--- src/rtl/core/rd_pkg.sv ---
// Shared types and codes for the record deque.
// Used by every module of the block but rd_ram; depends on nothing else.
package rd_pkg;

	localparam int ACT_W    = 3;
	localparam int POS_W    = 10;
	localparam int LETTER_W = 8;
	localparam int COUNT_W  = 17;
	localparam int STAT_W   = 2;
	localparam int OCC_W    = 11;

	// Action codes carried by each input item.
	localparam logic [ACT_W-1:0] ACT_PUSH_BACK  = 3'd0;
	localparam logic [ACT_W-1:0] ACT_PUSH_FRONT = 3'd1;
	localparam logic [ACT_W-1:0] ACT_POP_BACK   = 3'd2;
	localparam logic [ACT_W-1:0] ACT_POP_FRONT  = 3'd3;
	localparam logic [ACT_W-1:0] ACT_READ       = 3'd4;

	// Status codes returned with each result.
	localparam logic [STAT_W-1:0] ST_OK    = 2'd0;
	localparam logic [STAT_W-1:0] ST_FULL  = 2'd1;
	localparam logic [STAT_W-1:0] ST_EMPTY = 2'd2;
	localparam logic [STAT_W-1:0] ST_RANGE = 2'd3;

	typedef struct packed {
		logic [LETTER_W-1:0] letter;
		logic [COUNT_W-1:0]  count;
		logic                flag;
	} rec_t;

	localparam int REC_W = $bits(rec_t);

	// What the control stage hands on for one accepted item.
	typedef struct packed {
		logic              use_data;
		logic [STAT_W-1:0] status;
		logic [OCC_W-1:0]  occupancy;
	} info_t;

endpackage

--- src/rtl/core/rd_out.sv ---
// Result path: a stage that meets the store's read data, then the output
// register, with the input handshake derived from both. Uses rd_pkg.
module rd_out (
	input  logic                          clk,
	input  logic                          arst_n,
	input  logic                          accept,
	input  rd_pkg::info_t                 info,
	input  logic [rd_pkg::REC_W-1:0]      rdata,
	output logic                          in_ready,
	input  logic                          out_ready,
	output logic                          out_valid,
	output logic [rd_pkg::LETTER_W-1:0]   out_letter,
	output logic [rd_pkg::COUNT_W-1:0]    out_count,
	output logic                          out_flag,
	output logic [rd_pkg::STAT_W-1:0]     status,
	output logic [rd_pkg::OCC_W-1:0]      occupancy
);
	import rd_pkg::*;

	logic  valid_s1;
	info_t info_s1;
	logic  advance;
	rec_t  rec_rd;
	logic  valid_q;
	rec_t  rec_q;
	logic [STAT_W-1:0] status_q;
	logic [OCC_W-1:0]  occ_q;

	// The stage moves on when the output register is free or being emptied.
	assign advance  = valid_s1 & (~valid_q | out_ready);
	assign in_ready = ~valid_s1 | advance;
	assign rec_rd   = rec_t'(rdata);

	// Stage one: item info while the store read completes.
	always_ff @(posedge clk or negedge arst_n) begin
		if (!arst_n) begin
			valid_s1 <= 1'b0;
		end else if (in_ready) begin
			valid_s1 <= accept;
		end
	end

	always_ff @(posedge clk) begin
		if (accept) begin
			info_s1 <= info;
		end
	end

	// Output register; records are zero unless a pop or read succeeded.
	always_ff @(posedge clk or negedge arst_n) begin
		if (!arst_n) begin
			valid_q <= 1'b0;
		end else if (advance) begin
			valid_q <= 1'b1;
		end else if (out_ready) begin
			valid_q <= 1'b0;
		end
	end

	always_ff @(posedge clk) begin
		if (advance) begin
			rec_q    <= info_s1.use_data ? rec_rd : '0;
			status_q <= info_s1.status;
			occ_q    <= info_s1.occupancy;
		end
	end

	assign out_valid  = valid_q;
	assign out_letter = rec_q.letter;
	assign out_count  = rec_q.count;
	assign out_flag   = rec_q.flag;
	assign status     = status_q;
	assign occupancy  = occ_q;

endmodule

--- config.mk ---
export PLATFORM = sky130hd
export DESIGN_NAME = rd_out
export DESIGN_NICKNAME = d
export VERILOG_FILES = /design/src/rtl/core/rd_pkg.sv /design/src/rtl/core/rd_out.sv
export SDC_FILE = /design/constraint.sdc
export NUM_CORES = 1
export LEC_CHECK = 0
export BUFFER_PORTS_ARGS = -buffer_cell sky130_fd_sc_hd__clkbuf_2
export CORE_MARGIN = 4
export CORE_UTILIZATION = 46
export DETAILED_ROUTE_END_ITERATION = 10
export PLACE_DENSITY = 0.75
export SYNTH_ARGS = -nofsm -noshare
export SYNTH_HDL_FRONTEND = slang
export SYNTH_SLANG_ARGS = --single-unit
--- constraint.sdc ---
create_clock -name clk -period 1.97 [get_ports clk]
set_input_delay 0.4925 -clock clk [delete_from_list [all_inputs] [get_ports clk]]
set_output_delay 0.4925 -clock clk [all_outputs]
set_load 0.02 [all_outputs]
After elaboration in Yosys (flattened, before gate mapping)
Index checks and enable logic that the tools add are counted.
{ "word_totals": {"reg_bits": 55} }
{ "op_classes": {"mux": 2, "bitwise": 5, "reduce_logical": 1} }
{ "ops": {"columns": ["op", "count"], "rows": [
  ["$mux W1", 2],
  ["$not A1 Y1", 2],
  ["$or A1 B1 Y1", 2],
  ["$reduce_bool A2 Y1", 1],
  ["$and A1 B1 Y1", 1]
]} }

Logic depth before layout (Yosys ltp)
{ "logic_depth": {"ltp_word": 4, "ltp_mapped": 2} }

Worst setup path after synthesis
Ideal clock, no wire load.
{ "synth_timing": {"path_type": "input to register", "from": "in out_ready", "to": "reg occ_q[0], in the netlist occupancy[0], enable pin", "setup_ps": 400, "arrival_time_ps": 1554, "setup_slack_ps": 16, "cell_stages": 2, "n_path_buf": 0, "path_cell_list": "nand2b_1 -> and2_1"} }
{ "synth_via": {"elab_chain_cells": 2} }
{ "synth_lines": {"columns": ["element", "line", "text"], "rows": [
  ["start: declaration", "rd_out.sv:10", "input logic out_ready,"],
  ["$or A1 B1 Y1", "rd_out.sv:30", "assign advance = valid_s1 & (~valid_q | out_ready);"],
  ["$and A1 B1 Y1", "rd_out.sv:30", null],
  ["net advance", "rd_out.sv:22", "logic advance;"],
  ["end signal: assignment", "rd_out.sv:64", "occ_q <= info_s1.occupancy;"],
  ["end: declaration", "rd_out.sv:27", "logic [OCC_W-1:0] occ_q;"]
]} }
The timed path passes the listed nets, and every way through them passes these cells.
A chain may end at the register's enable or synchronous reset.

Worst setup path in the final report
{ "layout_timing": {"from": "reg valid_q, in the netlist out_valid", "to": "out in_ready"} }
{ "layout_via": {"elab_chain_cells": 4} }
{ "layout_lines": {"columns": ["element", "line", "text"], "rows": [
  ["start: declaration", "rd_out.sv:24", "logic valid_q;"],
  ["start signal: assignment", "rd_out.sv:52", "valid_q <= 1'b0;"],
  ["start signal: assignment", "rd_out.sv:54", "valid_q <= 1'b1;"],
  ["start signal: assignment", "rd_out.sv:56", "valid_q <= 1'b0;"],
  ["$not A1 Y1", "rd_out.sv:30", null],
  ["$or A1 B1 Y1", "rd_out.sv:30", null],
  ["$and A1 B1 Y1", "rd_out.sv:30", null],
  ["$or A1 B1 Y1", "rd_out.sv:31", "assign in_ready = ~valid_s1 | advance;"],
  ["end: declaration", "rd_out.sv:9", "output logic in_ready,"]
]} }
No other way between the ends.

==> impl_metrics.ini <==
[placed_design]
dpl.hpwl_um = 2370
placement.io_buffers = 84
place_inst = 222
gpl.final_weighted_congestion = 0.740

[clock_tree]
numCtsBuffers = 5
post_cts_resized = 0
cts_htree_levels = 2
worst_skew_pair.late_latency_ps = 300
clk_root_buffer_cell = sky130_fd_sc_hd__clkbuf_8
worst_setup_hold_path_clk_slew_ps = 90
tritoncts = done
numClockSinks = 55
clock_tree.buffer_depth = 2

[yosys]
netlist_area_mm2 = 0.00189
synthDominantAreaCellType = sky130_fd_sc_hd__edfxtp_1
netlist_top_cells_area = sky130_fd_sc_hd__edfxtp_1 84%, sky130_fd_sc_hd__and2_2 8.3%, sky130_fd_sc_hd__dfrtp_1 2.6%, sky130_fd_sc_hd__and2_1 2.0%, sky130_fd_sc_hd__buf_6 1.2%
synth-seq-area-share_pct = 86.9
yosys_register_bits = 55
yosysWarningCount = 0
yosys.cell_types.count = 9
netlist.area_leader.share_pct = 84.2
synthesis.area_per_instance_um2 = 21.2
cell_count_after_synthesis = 89
net_count_after_synthesis = 133

[global_route]
maximum_number_of_pins_on_one_net_before_global_route_repair = 40
overall_global_routing_resource_usage_pct = 13.0
grt_remaining_overflow = 0
grt_first_pass_wirelength_um = 4930
initial_antenna_violation_count = 0
number_of_global_route_vias_before_repair = 1038

[floorplanning]
design.die.area_mm2 = 0.00520
core_region_area_mm2 = 0.00400
die_width_um = 72.1
row_count = 23
die_h_um = 72.1
initial_core_util_pct = 47.2
boundaryPins = 85

[power_and_ir_drop]
total_power_uw = 2430
irDropWorstVdd_v = 0.000652
p_leak_uw = 0.00106
power_density_mw_per_mm2 = 974

[detailed_routing]
ant_nets = 0
first_pass_iters = 3
drt_iter0_drc = 66
drt_wl_total_um = 3160
route.detailed.vias_per_inst = 4.46
post_detailed_route_drc_marker_count = 0
wire_per_inst_um = 13.7
via_count = 1031

[sta]
maxSlewHeadroom_pct = 65.6
layout_worst_path_cycle_share_pct = 80.8
finalHoldViolCount = 0
drv_slew = 0
finalSetupViolations = 0
grt_setup_unrepaired = false
final_worst_hold_slack_ps = 360
worst-slew-pin-transition_ps = 515
fmax_ghz = 0.629
timing.final.crit_period_ps = 1590
final.setup.tns_ps = 0
timing.clock.skew_ps = 3.59

[min_path]
hold_start = info[0]
min_delay_path_depth = 1
worst_hold_path.endpoint = info_s1[0]
worst_hold_path_type = in -> reg

[critical_path]
cp-start-kind = flip-flop
worst_r2r_endpoint = out_count[2]
worstSetupPathType = reg -> out
rrSetupSlack_ps = 780
cp_data_required_time_ps = 1480
critPathArrivalTime_ps = 1100
worstReg2RegStart = out_valid
timing.critical_path.to_type = output pin
critical_path_fanouts_max = 3
r2r_cells = 3
worstSetupStartpoint = out_valid

[flow_run]
max_cap_viol_count = 0

[layout]
drive_gt1_share_pct = 63.0
combined_area_of_the_multi_input_logic_cells_um2 = 226
layout-area-overhead-vs-synth_pct = 31.9
ff_latch_area_mm2 = 0.00164
final_cell_count_no_fill = 231
antenna-diode-count = 0
n_fill_cell = 314
final_nets = 224

[status]
run_status = completed
## stage by stage
step                      setup WS, ps  util, %  area, µm²
final                              379     62.3       2490
after global routing               259     62.3       2490
after CTS                          361     62.3       2490
after detailed placement           511     59.3       2370
after global placement             555     59.3       2370
after floorplan                   15.6        -       1890
## flip-flops by register name, indices dropped and copies added, names as in the netlist
| signal | count |
|---|---|
| valid_s1 | 1 |
| occupancy | 11 |
| out_count | 17 |
| out_flag | 1 |
| out_valid | 1 |
| out_letter | 8 |
| status | 2 |
| info_s1 | 14 |
## report_power, final
group | switching [µW] | internal, µW | total [µW]
Clock | 346 | 379 | 725
Sequential | 32.5 | 1400 | 1430
Combinational | 166 | 108 | 273
## synthesized netlist by cell type
library cell / count
sky130_fd_sc_hd__edfxtp_1: 53
sky130_fd_sc_hd__and2_2: 21
sky130_fd_sc_hd__and2_1: 6
sky130_fd_sc_hd__buf_6: 2
sky130_fd_sc_hd__dfrtp_1: 2
sky130_fd_sc_hd__nand2b_1: 2
sky130_fd_sc_hd__a21o_1: 1
sky130_fd_sc_hd__nand2_1: 1
sky130_fd_sc_hd__nor2b_1: 1
## routing by layer
layer  global-route usage (%)  share of wire (%)  up-vias  routed length (µm)
met5                        0                  0        -                   0
met2                     19.7                 52       47                1640
met1                     15.0                 35      466                1110
met4                     9.60                4.4        0                 138
li1                         -                  -      506                   -
met3                     5.12                8.3       12                 261
## critical path, stage by stage, from the launching register on
cell and delay (ps):
sky130_fd_sc_hd__dfrtp_1 370, sky130_fd_sc_hd__nor2b_1 190, sky130_fd_sc_hd__nand2_1 80, sky130_fd_sc_hd__clkbuf_2 160
## worst max-delay path by stage
stage | to | slack (ps) | depth (start not counted)
final | in_ready | 380 | 3
after global routing | in_ready | 260 | 3
after CTS | in_ready | 360 | 3
after detailed placement | in_ready | 510 | 4
after global placement | in_ready | 550 | 4
after floorplan | occupancy[0] | 20 | 2
## timing repair
action                    in CTS  in global routing
hold endpoints to repair       2                  0
buffers inserted               0                  0
hold buffers                   1                  0
## cells by family after synthesis
| logic type | after synthesis | synth area share (%) |
|---|---|---|
| flip-flops | 55 | 86.9 |
| AND/OR/NAND/NOR | 31 | 11.5 |
| buffers and inverters | 2 | 1.19 |
| AO/OA/AOI/OAI | 1 | 0.397 |
## layout make-up
type / count / area share (%)
clock buffer: 5 / 2.76
clock inverter: 3 / 1.71
multi-input combinational: 32 / 9.09
tap: 50 / 2.51
sequential: 55 / 65.9
timing repair buffer: 86 / 18.1
## cell usage in the layout, fill, tap and decap left out
| master | synthesis | routed |
|---|---|---|
| sky130_fd_sc_hd__a21o_1 | 1 | 1 |
| sky130_fd_sc_hd__and2_1 | 6 | 5 |
| sky130_fd_sc_hd__and2_2 | 21 | 22 |
| sky130_fd_sc_hd__buf_12 | 0 | 1 |
| sky130_fd_sc_hd__bufinv_16 | 0 | 1 |
| sky130_fd_sc_hd__clkbuf_2 | 0 | 84 |
| sky130_fd_sc_hd__clkbuf_8 | 0 | 5 |
| sky130_fd_sc_hd__clkinv_1 | 0 | 1 |
| sky130_fd_sc_hd__dfrtp_1 | 2 | 2 |
| sky130_fd_sc_hd__dlygate4sd3_1 | 0 | 1 |
| sky130_fd_sc_hd__edfxtp_1 | 53 | 53 |
| sky130_fd_sc_hd__inv_6 | 0 | 1 |
| sky130_fd_sc_hd__nand2_1 | 1 | 1 |
| sky130_fd_sc_hd__nand2b_1 | 2 | 2 |
| sky130_fd_sc_hd__nor2b_1 | 1 | 1 |
Power figures use the tool's default switching activity.
