$ cat src/rtl/core/rd_pkg.sv
// Shared types and codes for the record deque.
// Used by every module of the block but rd_ram; depends on nothing else.
package rd_pkg;

	localparam int ACT_W    = 3;
	localparam int POS_W    = 10;
	localparam int LETTER_W = 8;
	localparam int COUNT_W  = 17;
	localparam int STAT_W   = 2;
	localparam int OCC_W    = 11;

	// Action codes carried by each input item.
	localparam logic [ACT_W-1:0] ACT_PUSH_BACK  = 3'd0;
	localparam logic [ACT_W-1:0] ACT_PUSH_FRONT = 3'd1;
	localparam logic [ACT_W-1:0] ACT_POP_BACK   = 3'd2;
	localparam logic [ACT_W-1:0] ACT_POP_FRONT  = 3'd3;
	localparam logic [ACT_W-1:0] ACT_READ       = 3'd4;

	// Status codes returned with each result.
	localparam logic [STAT_W-1:0] ST_OK    = 2'd0;
	localparam logic [STAT_W-1:0] ST_FULL  = 2'd1;
	localparam logic [STAT_W-1:0] ST_EMPTY = 2'd2;
	localparam logic [STAT_W-1:0] ST_RANGE = 2'd3;

	typedef struct packed {
		logic [LETTER_W-1:0] letter;
		logic [COUNT_W-1:0]  count;
		logic                flag;
	} rec_t;

	localparam int REC_W = $bits(rec_t);

	// What the control stage hands on for one accepted item.
	typedef struct packed {
		logic              use_data;
		logic [STAT_W-1:0] status;
		logic [OCC_W-1:0]  occupancy;
	} info_t;

endpackage

$ cat src/rtl/core/rd_ctrl.sv
// Ring pointer and fill count of the deque, decoding of each action and
// the record store access it needs. Uses rd_pkg.
module rd_ctrl #(
	parameter int CAPACITY = 1024
) (
	input  logic                        clk,
	input  logic                        arst_n,
	input  logic                        accept,
	input  logic [rd_pkg::ACT_W-1:0]    action,
	input  logic [rd_pkg::POS_W-1:0]    position,
	output logic                        mem_we,
	output logic                        mem_re,
	output logic [$clog2(CAPACITY)-1:0] mem_addr,
	output rd_pkg::info_t               info
);
	import rd_pkg::*;

	localparam int AW   = $clog2(CAPACITY);
	localparam int CW   = $clog2(CAPACITY + 1);
	localparam int CMPW = (CW > POS_W) ? CW : POS_W;

	logic [AW-1:0]   front_q, front_d;
	logic [CW-1:0]   count_q, count_d;
	logic [AW-1:0]   front_inc, front_dec, offset, slot;
	logic [AW:0]     slot_sum;
	logic            full, empty, in_range, we, re;
	logic [STAT_W-1:0] status;

	assign full     = (count_q == CW'(CAPACITY));
	assign empty    = (count_q == '0);
	assign in_range = (CMPW'(position) < CMPW'(count_q));

	// Neighbouring ring slots of the front, wrapping at the capacity.
	assign front_inc = (front_q == AW'(CAPACITY - 1)) ? '0 : front_q + 1'b1;
	assign front_dec = (front_q == '0) ? AW'(CAPACITY - 1) : front_q - 1'b1;

	// Slot at an offset from the front; the sum stays below twice the capacity.
	assign slot_sum = {1'b0, front_q} + {1'b0, offset};
	assign slot     = (slot_sum >= (AW + 1)'(CAPACITY)) ?
	                  AW'(slot_sum - (AW + 1)'(CAPACITY)) : slot_sum[AW-1:0];

	// Action decode.
	always_comb begin
		front_d  = front_q;
		count_d  = count_q;
		offset   = AW'(count_q);
		mem_addr = slot;
		we       = 1'b0;
		re       = 1'b0;
		status   = ST_OK;
		unique case (action)
			ACT_PUSH_BACK: begin
				if (full) begin
					status = ST_FULL;
				end else begin
					we      = 1'b1;
					count_d = count_q + 1'b1;
				end
			end
			ACT_PUSH_FRONT: begin
				mem_addr = front_dec;
				if (full) begin
					status = ST_FULL;
				end else begin
					we      = 1'b1;
					front_d = front_dec;
					count_d = count_q + 1'b1;
				end
			end
			ACT_POP_BACK: begin
				offset = AW'(count_q - 1'b1);
				if (empty) begin
					status = ST_EMPTY;
				end else begin
					re      = 1'b1;
					count_d = count_q - 1'b1;
				end
			end
			ACT_POP_FRONT: begin
				mem_addr = front_q;
				if (empty) begin
					status = ST_EMPTY;
				end else begin
					re      = 1'b1;
					front_d = front_inc;
					count_d = count_q - 1'b1;
				end
			end
			ACT_READ: begin
				offset = AW'(position);
				if (in_range) begin
					re = 1'b1;
				end else begin
					status = ST_RANGE;
				end
			end
			default: begin
			end
		endcase
	end

	assign mem_we = accept & we;
	assign mem_re = accept & re;

	assign info.use_data  = re;
	assign info.status    = status;
	assign info.occupancy = OCC_W'(count_d);

	// Pointer and count advance on each accepted transfer.
	always_ff @(posedge clk or negedge arst_n) begin
		if (!arst_n) begin
			front_q <= '0;
			count_q <= '0;
		end else if (accept) begin
			front_q <= front_d;
			count_q <= count_d;
		end
	end

endmodule

$ cat config.mk
export PLATFORM = sky130hd
export DESIGN_NAME = rd_ctrl
export DESIGN_NICKNAME = d
export VERILOG_FILES = /design/src/rtl/core/rd_pkg.sv /design/src/rtl/core/rd_ctrl.sv
export SDC_FILE = /design/constraint.sdc
export NUM_CORES = 1
export LEC_CHECK = 0
export BUFFER_PORTS_ARGS = -buffer_cell sky130_fd_sc_hd__buf_4
export CAP_MARGIN = 20
export CORE_MARGIN = 4
export CORE_UTILIZATION = 40
export DETAILED_ROUTE_END_ITERATION = 10
export SYNTH_ARGS = -nofsm -noshare
export SYNTH_HDL_FRONTEND = slang
export SYNTH_SLANG_ARGS = --single-unit
$ cat constraint.sdc
create_clock -name clk -period 7.7 [get_ports clk]
set_clock_uncertainty 0.2 [all_clocks]
set_input_delay 0.77 -clock clk [delete_from_list [all_inputs] [get_ports clk]]
set_output_delay 0.77 -clock clk [all_outputs]
set_load 0.03 [all_outputs]
* Word-level counts from Yosys, hierarchy flattened
Cells that the tools add are included.
** Storage, ports and cells
- Input port bits :: 16
- Register bits :: 21
- Logic and storage cells :: 47
- Output and inout port bits :: 26
** Cells by class
- Order comparisons :: 2
- Mux-type cells :: 20
- Equal/unequal tests :: 8
- Reduce and logical (&&, ||, !) cells :: 7
- Bitwise operators :: 2
- Add/sub/neg operators :: 6
** Operators with widths (number)
- $pmux 10 s2 :: 3
- $mux 10 :: 5
- $mux 11 :: 2
- $pmux 11 s2 :: 1
- $sub 10x1->10 const B :: 2
- $add 10x10->11 :: 1
- $add 11x1->11 const B :: 1
- $eq 11x11->1 const B :: 1
- $ge 11x11->1 const B :: 1
- $logic_not 11->1 :: 1
- $lt 10x11->1 :: 1
- $sub 11x1->11 const B :: 1
- $add 10x1->10 const B :: 1
- $eq 10x10->1 const B :: 1
- $logic_not 10->1 :: 1
- $eq 3x2->1 const B :: 2
- $pmux 2 s3 :: 1
- $mux 1 :: 5
- $mux 2 :: 2
- $ne 2x2->1 const B :: 2
- $reduce_and 4->1 :: 1
- $reduce_or 2->1 :: 2
- $eq 3x1->1 const B :: 1
- $eq 3x3->1 const B :: 1
- 4 further kinds :: 5

* Logic depth before layout (Yosys ltp)
Gate-level depths: netlist (run 1).
- Word-level depth :: 6
- Depth in mapped cells :: 16
- Depth with buffers taken out :: 15

* Least setup slack after synthesis (run 1)
Ideal clock, no wire load.
- Path type :: input-to-output
- From :: input action[1] in the netlist's numbering
- To :: output mem_addr[6]
- Path buffers :: 3
- Data required time :: 6730 ps
- Arrival time :: 3705 ps
- Slack :: 3025 ps
- Stages on the path :: 16
- Path through :: clkbuf_1 -> inv_1 -> clkbuf_1 -> buf_1 -> o21ai_0 -> nand2_1 -> nand3_1 -> ha_1 -> inv_1 -> fa_1 -> nor2b_1 -> o21ai_0 -> a21o_1 -> nor2b_1 -> xor2_1 -> o21ai_0
** On the way
- Longest elaborated chain between the ends :: 6
- Elaborated cells between the ends (all ways) :: 10
- Classes of those cells :: add/sub (2); order compare (1); eq/ne (4); mux (3)
** Ends and longest elaborated chain
- from (decl) :: RTL line rd_ctrl.sv:9 : input logic [rd_pkg::ACT_W-1:0] action,
- $eq 3x3->1 / $eq 3x2->1 (equally long branches) :: RTL line rd_ctrl.sv:51 : unique case (action)
- $pmux 10 s2 :: RTL line rd_ctrl.sv:51
- $add 10x10->11 :: RTL line rd_ctrl.sv:38 : assign slot_sum = {1'b0, front_q} + {1'b0, offset};
- $sub 10x1->10 / $ge 11x11->1 (equally long branches) :: RTL line rd_ctrl.sv:40, rd_ctrl.sv:39
- $mux 10 :: RTL line rd_ctrl.sv:39 : assign slot = (slot_sum >= (AW + 1)'(CAPACITY)) ?
- $pmux 10 s2 (*) :: RTL line rd_ctrl.sv:51
- to (decl) :: RTL line rd_ctrl.sv:13 : output logic [$clog2(CAPACITY)-1:0] mem_addr,
Mark *: on every way between the ends. The rest lies on a longest branch, timed or not.

* Final worst setup path (run 1)
- From :: register count_q[0]
- To :: output mem_addr[9]
** On the way
- Longest elaborated chain between the ends :: 6
- Elaborated cells between the ends (all ways) :: 7
- Classes of those cells :: add/sub (3); order compare (1); mux (3)
** Ends and longest elaborated chain
- from (decl) :: RTL line rd_ctrl.sv:23 : logic [CW-1:0] count_q, count_d;
- from (signal assigned) :: RTL line rd_ctrl.sv:116 : count_q <= count_d;
- $sub 11x1->11
- $pmux 10 s2 (*) :: RTL line rd_ctrl.sv:51
- $add 10x10->11 (*) :: RTL line rd_ctrl.sv:38
- $sub 10x1->10 / $ge 11x11->1 (equally long branches) :: RTL line rd_ctrl.sv:40, rd_ctrl.sv:39
- $mux 10 (*) :: RTL line rd_ctrl.sv:39
- $pmux 10 s2 (*) :: RTL line rd_ctrl.sv:51
Marked as above.

==> impl_metrics.env, run 1 <==
export IMPL_place_worst_setup_slack_ps=2923
export IMPL_route_detailed_drc=0
export IMPL_final_nets=511
export IMPL_core_area_um2=7727
export IMPL_grt_pass1_vias=3190
export IMPL_clock_sinks=21
export IMPL_maxSlewHeadroom_pct=42.73
export IMPL_dieWidth_um=97.03
export IMPL_cts_setup_buffers=0
export IMPL_die_h_um=97.03
export IMPL_synth_area_um2=3171
export IMPL_areaGrowthSynthToFinish_pct=10.42
export IMPL_synthesis_nets=502
export IMPL_synthCells=462
export IMPL_fin_crit_sh_pct=64.04
export IMPL_drt_iter0_drc=183
export IMPL_routed_via_density=5.958
export IMPL_diodes=0
export IMPL_io_buffers=41
export IMPL_cts_root_buf="clkbuf_8"
export IMPL_final_min_clock_period_ps=4931
export IMPL_first_pass_iters=4
export IMPL_cp_arrival_ps=3960
export IMPL_die_area_um2=9415
export IMPL_grt_pass1_wl_mm=16.19
export IMPL_initial_utilization_pct=41.03
export IMPL_synth_edf_count=0
export IMPL_grt_busiest_layer="met2"
export IMPL_tns_ps=0
export IMPL_grtUsageTotal_pct=20.33
export IMPL_use_met1_pct=27.52
export IMPL_grt_use_met2_pct=34.34
export IMPL_avgSynthCellArea_um2=6.863
export IMPL_synth_adder_area_share_pct=9.708
export IMPL_p_total_mw=1.382
export IMPL_use_met3_pct=2.812
export IMPL_synthArstFlopShare_pct=100.0
export IMPL_wl_per_cell_um=16.82
export IMPL_cts_tree="yes"
export IMPL_worst_pin_slew_ps=857.2
export IMPL_cts_buffer_depth=2
export IMPL_start_kind="flop"
export IMPL_worst_hold_path_type="in -> async"
export IMPL_yosys_most_used_dff="dfrtp_1"
export IMPL_holdBufCountCts=0
export IMPL_synthMuxAreaShare_pct=1.973
export IMPL_clkLatencyLatePin_ps=270
export IMPL_slew_violations=0
export IMPL_final_util_pct=45.30
export IMPL_ant_nets=0
export IMPL_ios=42
export IMPL_yosys_warnings=0
export IMPL_rsz0062_at_grt="false"
export IMPL_synth_compound_area_share_pct=29.64
export IMPL_whs_ps=180.2
export IMPL_crit_path_end_kind="output port"
export IMPL_vias=3408
export IMPL_required_ps=6730
export IMPL_cts_made_buffers=3
export IMPL_setup_viol=0
export IMPL_n_fill_cell=793
export IMPL_grt_max_degree=54
export IMPL_cp_max_fo=8
export IMPL_setup_ws_ps=2769
export IMPL_synth_top_family_by_area="compound AO/OA/AOI/OAI gates"
export IMPL_leakage_nw=1.441
export IMPL_cts_htree_levels=1
export IMPL_yosysUniqueCellTypes=60
export IMPL_grt_antenna_before_repair=0
export IMPL_gp_congestion=0.9059
export IMPL_synthSimpleGateAreaFrac_pct=27.31
export IMPL_status="complete, no violations"
export IMPL_timing_final_hold_violations=0
export IMPL_powerDensity_nw_per_um2=394.8
export IMPL_max_freq_mhz=202.8
export IMPL_dpl_hpwl_mm=7.189
export IMPL_path_clk_slew_ps=90
export IMPL_layout_cells_most_common="nor2_1"
export IMPL_final_cell_mix="45 x nor2_1, 44 x nand2_1, 43 x o21ai_0, 43 x buf_4, 39 x a21oi_1"
export IMPL_critical_path_class="reg -> out"
export IMPL_drv_cap=0
export IMPL_ir_worst_vdd_uv=234.4
export IMPL_grt_overflow_total=0
export IMPL_ys_ff_latch=21
export IMPL_synthXorXnorAreaFrac_pct=7.182
export IMPL_rows=32
export IMPL_ys_seq_area_share_pct=16.57
export IMPL_drt_wl_total_mm=9.619
export IMPL_cts_resized=0
export IMPL_drive_gt1_share_pct=12.34
[final timing paths]
kind                                    startpoint                       to  slack [ps]  cells after the start
setup / recovery            count_q[0]$_DFFE_PN0P_              mem_addr[9]        2770                     14
max in group asynchronous                   arst_n   front_q[1]$_DFFE_PN0P_        6890                      1
hold / removal                              arst_n   count_q[8]$_DFFE_PN0P_         180                      1
setup reg to reg            front_q[1]$_DFFE_PN0P_   front_q[3]$_DFFE_PN0P_        4890                      7
min in group clk           count_q[10]$_DFFE_PN0P_  count_q[10]$_DFFE_PN0P_         450                      1
hold reg to reg            count_q[10]$_DFFE_PN0P_  count_q[10]$_DFFE_PN0P_         450                      1
[power by group]
part | switching (mW) | internal [mW]
Sequential | 0.133 | 0.154
Combinational | 0.599 | 0.417
Clock | 0.0415 | 0.0370
Total | 0.774 | 0.608
[sequential cells by signal, summed over array words and instances (netlist names)]
name	count
front_q	10
count_q	11
[metal layers]
| metal | share of wire, % | wire, µm | vias to the layer above |
|---|---|---|---|
| met5 | 0 | 0 | - |
| met1 | 44 | 4255 | 1590 |
| met2 | 50 | 4781 | 107 |
| met4 | 1.2 | 111 | 0 |
| met3 | 4.9 | 470 | 11 |
| li1 | - | - | 1700 |
[worst max-delay path, cell delays in order (launching register included)]
cell and delay, ps:
dfrtp_1 490, inv_1 200, ha_1 320, nand2b_1 130, nor4_1 620, a21oi_1 150
a31oi_1 160, nor2_1 50, a221oi_1 400, ha_1 360, a21oi_1 160, o21ai_0 140
xnor2_1 150, mux2i_1 160, buf_4 190
[through the flow]
step | instance area [µm²] | std cells
floorplan | 3171 | 462
global placement | 3451 | 567
detailed placement | 3451 | 567
CTS | 3496 | 571
global route | 3501 | 572
finish | 3501 | 572
[cells in the mapped netlist, types with 3 or more instances]
library cell / n / area (µm²)
a211oi_1: 4 / 30.03
a21o_1: 6 / 45.04
a21oi_1: 39 / 195.2
a22o_1: 7 / 61.31
a22oi_1: 4 / 30.03
a31oi_1: 5 / 31.28
and3_1: 6 / 37.54
and4_1: 4 / 35.03
buf_1: 4 / 15.01
buf_2: 4 / 20.02
clkbuf_1: 29 / 108.9
dfrtp_1: 21 / 525.5
ha_1: 23 / 287.8
inv_1: 19 / 71.32
mux2i_1: 4 / 40.04
nand2_1: 44 / 165.2
nand2b_1: 5 / 31.28
nand3_1: 19 / 95.09
nand4_1: 8 / 50.05
nor2_1: 45 / 168.9
nor2b_1: 7 / 43.79
nor3_1: 14 / 70.07
nor4_1: 6 / 37.54
o21ai_0: 43 / 215.2
o221ai_1: 3 / 26.28
o22ai_1: 10 / 62.56
o31ai_1: 7 / 52.55
or2_2: 3 / 18.77
xnor2_1: 18 / 157.7
xor2_1: 8 / 70.07
[cells by family after synthesis]
logic type	Yosys count
AND/OR/NAND/NOR	175
AO/OA/AOI/OAI	151
buffers and inverters	59
XOR/XNOR	26
adder cells (fa/ha/maj)	24
flip-flops	21
multiplexers	6
[cell type report]
class                           count  area, µm²  share of cell area [%]
Tap cell                          102      127.6                   3.645
Sequential cell                    21      525.5                   15.01
Timing Repair Buffer               44      327.8                   9.364
Multi-Input combinational cell    382       2404                   68.66
Clock buffer                        4      45.04                   1.287
Inverter                           19      71.32                   2.037
No activity file was read; power rests on OpenSTA's default activity.
==> run 2: changes to the inputs <==
Clock period 7.7 ns to 4.2 ns, I/O delays scaled along.
==> impl_metrics.env, run 2 (same netlist as run 1, synthesis figures left out) <==
export IMPL_io_buffers=41
export IMPL_vias=3480
export IMPL_rows=32
export IMPL_diodes=0
export IMPL_setup_viol=0
export IMPL_die_h_um=97.03
export IMPL_p_int_mw=1.153
export IMPL_max_freq_mhz=260.3
export IMPL_drt_wl_total_mm=9.909
export IMPL_worst_pin_slew_ps=853.3
export IMPL_leakage_nw=1.494
export IMPL_grtUsageTotal_pct=20.79
export IMPL_critical_path_class="reg -> out"
export IMPL_first_pass_iters=5
export IMPL_ios=42
export IMPL_areaGrowthSynthToFinish_pct=13.97
export IMPL_cts_buffer_depth=2
export IMPL_start_kind="flop"
export IMPL_final_cell_mix="54 x buf_4, 44 x nor2_1, 44 x nand2_1"
export IMPL_grt_overflow_total=0
export IMPL_grt_antenna_before_repair=0
export IMPL_drt_iter0_drc=165
export IMPL_crit_path_end_kind="output port"
export IMPL_tns_ps=0
export IMPL_dp_cells=578
export IMPL_layout_cells_most_common="buf_4"
export IMPL_rsz0062_at_grt="false"
export IMPL_powerDensity_nw_per_um2=717.6
export IMPL_top_register="count_q"
export IMPL_final_min_clock_period_ps=3842
export IMPL_timing_final_hold_violations=0
export IMPL_fin_crit_sh_pct=91.48
export IMPL_ir_worst_vdd_uv=357.3
export IMPL_worst_hold_path_type="in -> reg"
export IMPL_cts_htree_levels=1
export IMPL_grt_pass1_vias=3281
export IMPL_cts_tree="yes"
export IMPL_cts_root_buf="clkbuf_8"
export IMPL_die_area_um2=9415
export IMPL_place_worst_setup_slack_ps=316.6
export IMPL_power_share_clock_pct=5.7
export IMPL_wl_per_cell_um=17.00
export IMPL_pwr_share_comb_pct=76.1
export IMPL_required_ps=3580
export IMPL_ant_nets=0
export IMPL_slew_violations=0
export IMPL_route_detailed_drc=0
export IMPL_maxSlewHeadroom_pct=42.99
export IMPL_initial_utilization_pct=41.03
export IMPL_dieWidth_um=97.03
export IMPL_drv_cap=0
export IMPL_setup_ws_ps=357.6
export IMPL_grt_pass1_wl_mm=16.38
export IMPL_drive_gt1_share_pct=15.38
export IMPL_core_area_um2=7727
export IMPL_clock_sinks=21
export IMPL_path_clk_slew_ps=90
export IMPL_final_nets=522
export IMPL_gp_congestion=0.9145
export IMPL_final_util_pct=46.76
export IMPL_routed_via_density=5.969
export IMPL_swShare_pct=55.54
export IMPL_status="complete, no violations"
export IMPL_dpl_hpwl_mm=7.487
export IMPL_largest_register_ffs=11
export IMPL_grt_max_degree=54
export IMPL_clkLatencyLatePin_ps=270
export IMPL_stdcell_count=583
export IMPL_switchingPower_mw=1.440
export IMPL_top_regs="count_q (11), front_q (10)"
export IMPL_cts_made_buffers=3
export IMPL_cp_arrival_ps=3220
export IMPL_cp_max_fo=7
export IMPL_p_seq_share_pct=18.2
run 2: path summary, 6_finish.rpt:
kind	start	to	slack, ps	depth (start not counted)
min in group asynchronous	arst_n	count_q[2]$_DFFE_PN0P_	380	2
hold reg to reg	count_q[0]$_DFFE_PN0P_	count_q[0]$_DFFE_PN0P_	420	2
hold / removal	accept	count_q[0]$_DFFE_PN0P_	260	3
setup / recovery	count_q[1]$_DFFE_PN0P_	mem_addr[9]	360	14
max in group asynchronous	arst_n	front_q[6]$_DFFE_PN0P_	3180	2
setup reg to reg	count_q[6]$_DFFE_PN0P_	count_q[7]$_DFFE_PN0P_	1390	7
run 2: critical path, stage by stage (launching register included):
cell and delay (ps):
dfrtp_1 450, inv_2 140, ha_2 240, nand2b_1 160
nor4_2 320, a21oi_1 110, a31oi_1 150, nor2_1 60
a221oi_1 250, ha_1 320, a21oi_1 140, o21ai_0 130
xnor2_1 150, mux2i_1 160, buf_4 190
run 2: repair_timing:
item,CTS,global route
setup buffers,0,0
setup endpoints to repair,0,4
endpoints found under the hold margin,21,0
hold buffers,1,0
resized for setup,0,8
run 2: metal layers:
| layer | up-vias | wire, µm | global-route usage, % |
|---|---|---|---|
| li1 | 1721 | - | - |
| met4 | 0 | 170 | 4.428 |
| met2 | 109 | 4928 | 36.25 |
| met1 | 1634 | 4255 | 26.72 |
| met3 | 16 | 555 | 3.749 |
| met5 | - | 0 | 0 |
run 2: area by class of cell:
cell class	instances	area (µm²)
clock buffers	4	45.04
well taps	102	127.6
inverters	19	71.32
repair buffers	55	415.4
multi-input cells	382	2429
flip-flops and latches	21	525.5
fillers	806	4114
run 2: through the flow:
step,power [mW],hold WS [ps],cell area [µm²]
4_1_cts,2.583,255.3,3588
6_report,2.593,262.3,3613
3_5_place_dp,2.418,144.1,3533
5_1_grt,2.830,255.2,3613
2_1_floorplan,1.847,-75.59,3171
3_3_place_gp,2.407,141.3,3533
run 2: power by group through the flow:
stage          clock network, mW  registers (mW)  logic, mW
2_1_floorplan                  0           0.353       1.49
3_3_place_gp                   0           0.470       1.94
3_5_place_dp                   0           0.470       1.95
4_1_cts                    0.155           0.467       1.96
5_1_grt                    0.162           0.495       2.17
6_report                   0.149           0.472       1.97
==> run 3: changes to the inputs <==
Settings changed: RECOVER_POWER from default to 50, SLEW_MARGIN from default to 20.
==> impl_metrics.env, run 3 (same netlist as run 1, synthesis figures left out) <==
export IMPL_top_regs="count_q (11), front_q (10)"
export IMPL_cts_root_buf="clkbuf_8"
export IMPL_worst_pin_slew_ps=1327
export IMPL_dp_cells=578
export IMPL_top_register="count_q"
export IMPL_first_pass_iters=4
export IMPL_layout_cells_most_common="buf_4"
export IMPL_grt_pass1_wl_mm=16.38
export IMPL_n_fill_cell=806
export IMPL_cts_setup_buffers=0
export IMPL_routed_via_density=5.950
export IMPL_max_freq_mhz=260.2
export IMPL_ant_nets=0
export IMPL_cts_buffer_depth=2
export IMPL_final_cell_mix="51 x buf_4, 44 x nor2_1, 44 x nand2_1"
export IMPL_stdcell_count=583
export IMPL_io_buffers=41
export IMPL_initial_utilization_pct=41.03
export IMPL_die_h_um=97.03
export IMPL_drv_cap=0
export IMPL_whs_ps=257.7
export IMPL_grt_overflow_total=0
export IMPL_required_ps=3580
export IMPL_cts_tree="yes"
export IMPL_drive_gt1_share_pct=14.76
export IMPL_timing_rr_start="count_q[6]$_DFFE_PN0P_"
export IMPL_final_min_clock_period_ps=3843
export IMPL_grt_max_degree=54
export IMPL_fin_crit_sh_pct=91.51
export IMPL_diodes=0
export IMPL_ir_worst_vdd_uv=356.8
export IMPL_r2r_worst_path_cells=7
export IMPL_rsz0062_at_grt="false"
export IMPL_drt_iter0_drc=185
export IMPL_endpoint="mem_addr[9]"
export IMPL_worst_hold_path_type="in -> reg"
export IMPL_gp_congestion=0.9145
export IMPL_tns_ps=0
export IMPL_cts_made_buffers=3
export IMPL_maxSlewHeadroom_pct=11.56
export IMPL_final_nets=522
export IMPL_grtUsageTotal_pct=20.79
export IMPL_clkLatencyLatePin_ps=270
export IMPL_route_detailed_drc=0
export IMPL_final_util_pct=46.62
export IMPL_r2r_slack_ps=1220
export IMPL_dpl_hpwl_mm=7.487
export IMPL_largest_register_ffs=11
export IMPL_grt_antenna_before_repair=0
export IMPL_critical_path_class="reg -> out"
export IMPL_critical_path_startpoint="count_q[1]$_DFFE_PN0P_"
export IMPL_status="complete, no violations"
export IMPL_clock_sinks=21
export IMPL_vias=3469
export IMPL_areaGrowthSynthToFinish_pct=13.61
export IMPL_wl_per_cell_um=17.00
export IMPL_slew_violations=0
export IMPL_core_area_um2=7727
export IMPL_cts_htree_levels=1
export IMPL_powerDensity_nw_per_um2=719.6
export IMPL_die_area_um2=9415
export IMPL_setup_viol=0
export IMPL_ios=42
export IMPL_drt_wl_total_mm=9.912
export IMPL_r2r_end="count_q[7]$_DFFE_PN0P_"
export IMPL_dieWidth_um=97.03
export IMPL_cp_arrival_ps=3220
export IMPL_timing_final_hold_violations=0
export IMPL_whs_path_depth=3
export IMPL_rows=32
export IMPL_grt_pass1_vias=3281
export IMPL_crit_path_end_kind="output port"
export IMPL_path_clk_slew_ps=90
export IMPL_leakage_nw=1.483
export IMPL_start_kind="flop"
export IMPL_cp_max_fo=7
## run 3: what timing repair did
| action | CTS | global route |
|---|---|---|
| hold endpoints to repair | 21 | 0 |
| endpoints found under the setup margin | 0 | 4 |
| hold buffers | 1 | 0 |
| resized for setup | 0 | 8 |
## run 3: metal layers
| metal | part of all wire, % | GRT usage [%] | vias to the layer above | wire length [µm] |
|---|---|---|---|---|
| li1 | - | - | 1720 | - |
| met1 | 44 | 26.72 | 1632 | 4324 |
| met2 | 50 | 36.25 | 99 | 4927 |
| met3 | 4.7 | 3.749 | 18 | 467 |
| met4 | 1.9 | 4.428 | 0 | 193 |
| met5 | 0 | 0 | - | 0 |
## run 3: critical path: stages, from the launching register on
cell,delay [ps]
dfrtp_1,450
inv_2,140
ha_2,240
nand2b_1,160
nor2_4,190
a21oi_1,80
nor3_1,160
a21oi_1,60
a21oi_1,150
ha_1,280
a21oi_1,190
o21ai_0,110
nand2_1,100
o21ai_0,130
xnor2_1,150
mux2i_1,160
buf_4,190
## run 3: how the worst min path moves through the flow
stage                start                       to
detailed placement  arst_n   count_q[2]$_DFFE_PN0P_
floorplan           arst_n   count_q[0]$_DFFE_PN0P_
global placement    arst_n   count_q[2]$_DFFE_PN0P_
CTS                 accept  count_q[10]$_DFFE_PN0P_
finish              accept   count_q[0]$_DFFE_PN0P_
global route        accept  count_q[10]$_DFFE_PN0P_
## run 3: final cells by class
type                    count  area (µm²)  area share, %
inverters                  19       71.32          1.980
repair buffers             55       404.1          11.22
clock buffers               4       45.04          1.250
well taps                 102       127.6          3.543
multi-input cells         382        2429          67.42
flip-flops and latches     21       525.5          14.59
## run 3: stage by stage
| stage | total power [mW] | cell area (µm²) | setup WS (ps) |
|---|---|---|---|
| CTS | 2.583 | 3588 | 204.5 |
| global route | 2.823 | 3602 | 45.47 |
| detailed placement | 2.418 | 3533 | 316.6 |
| floorplan | 1.847 | 3171 | 224.6 |
| finish | 2.592 | 3602 | 356.5 |
| global placement | 2.407 | 3533 | 341.7 |
## run 3: report_power, final
part,internal (mW),leakage [nW],switching (mW),total [mW]
Combinational,0.795,1.21,1.17,1.97
Clock,0.0680,0.0228,0.0819,0.150
Sequential,0.283,0.251,0.191,0.474
Total,1.15,1.48,1.45,2.59
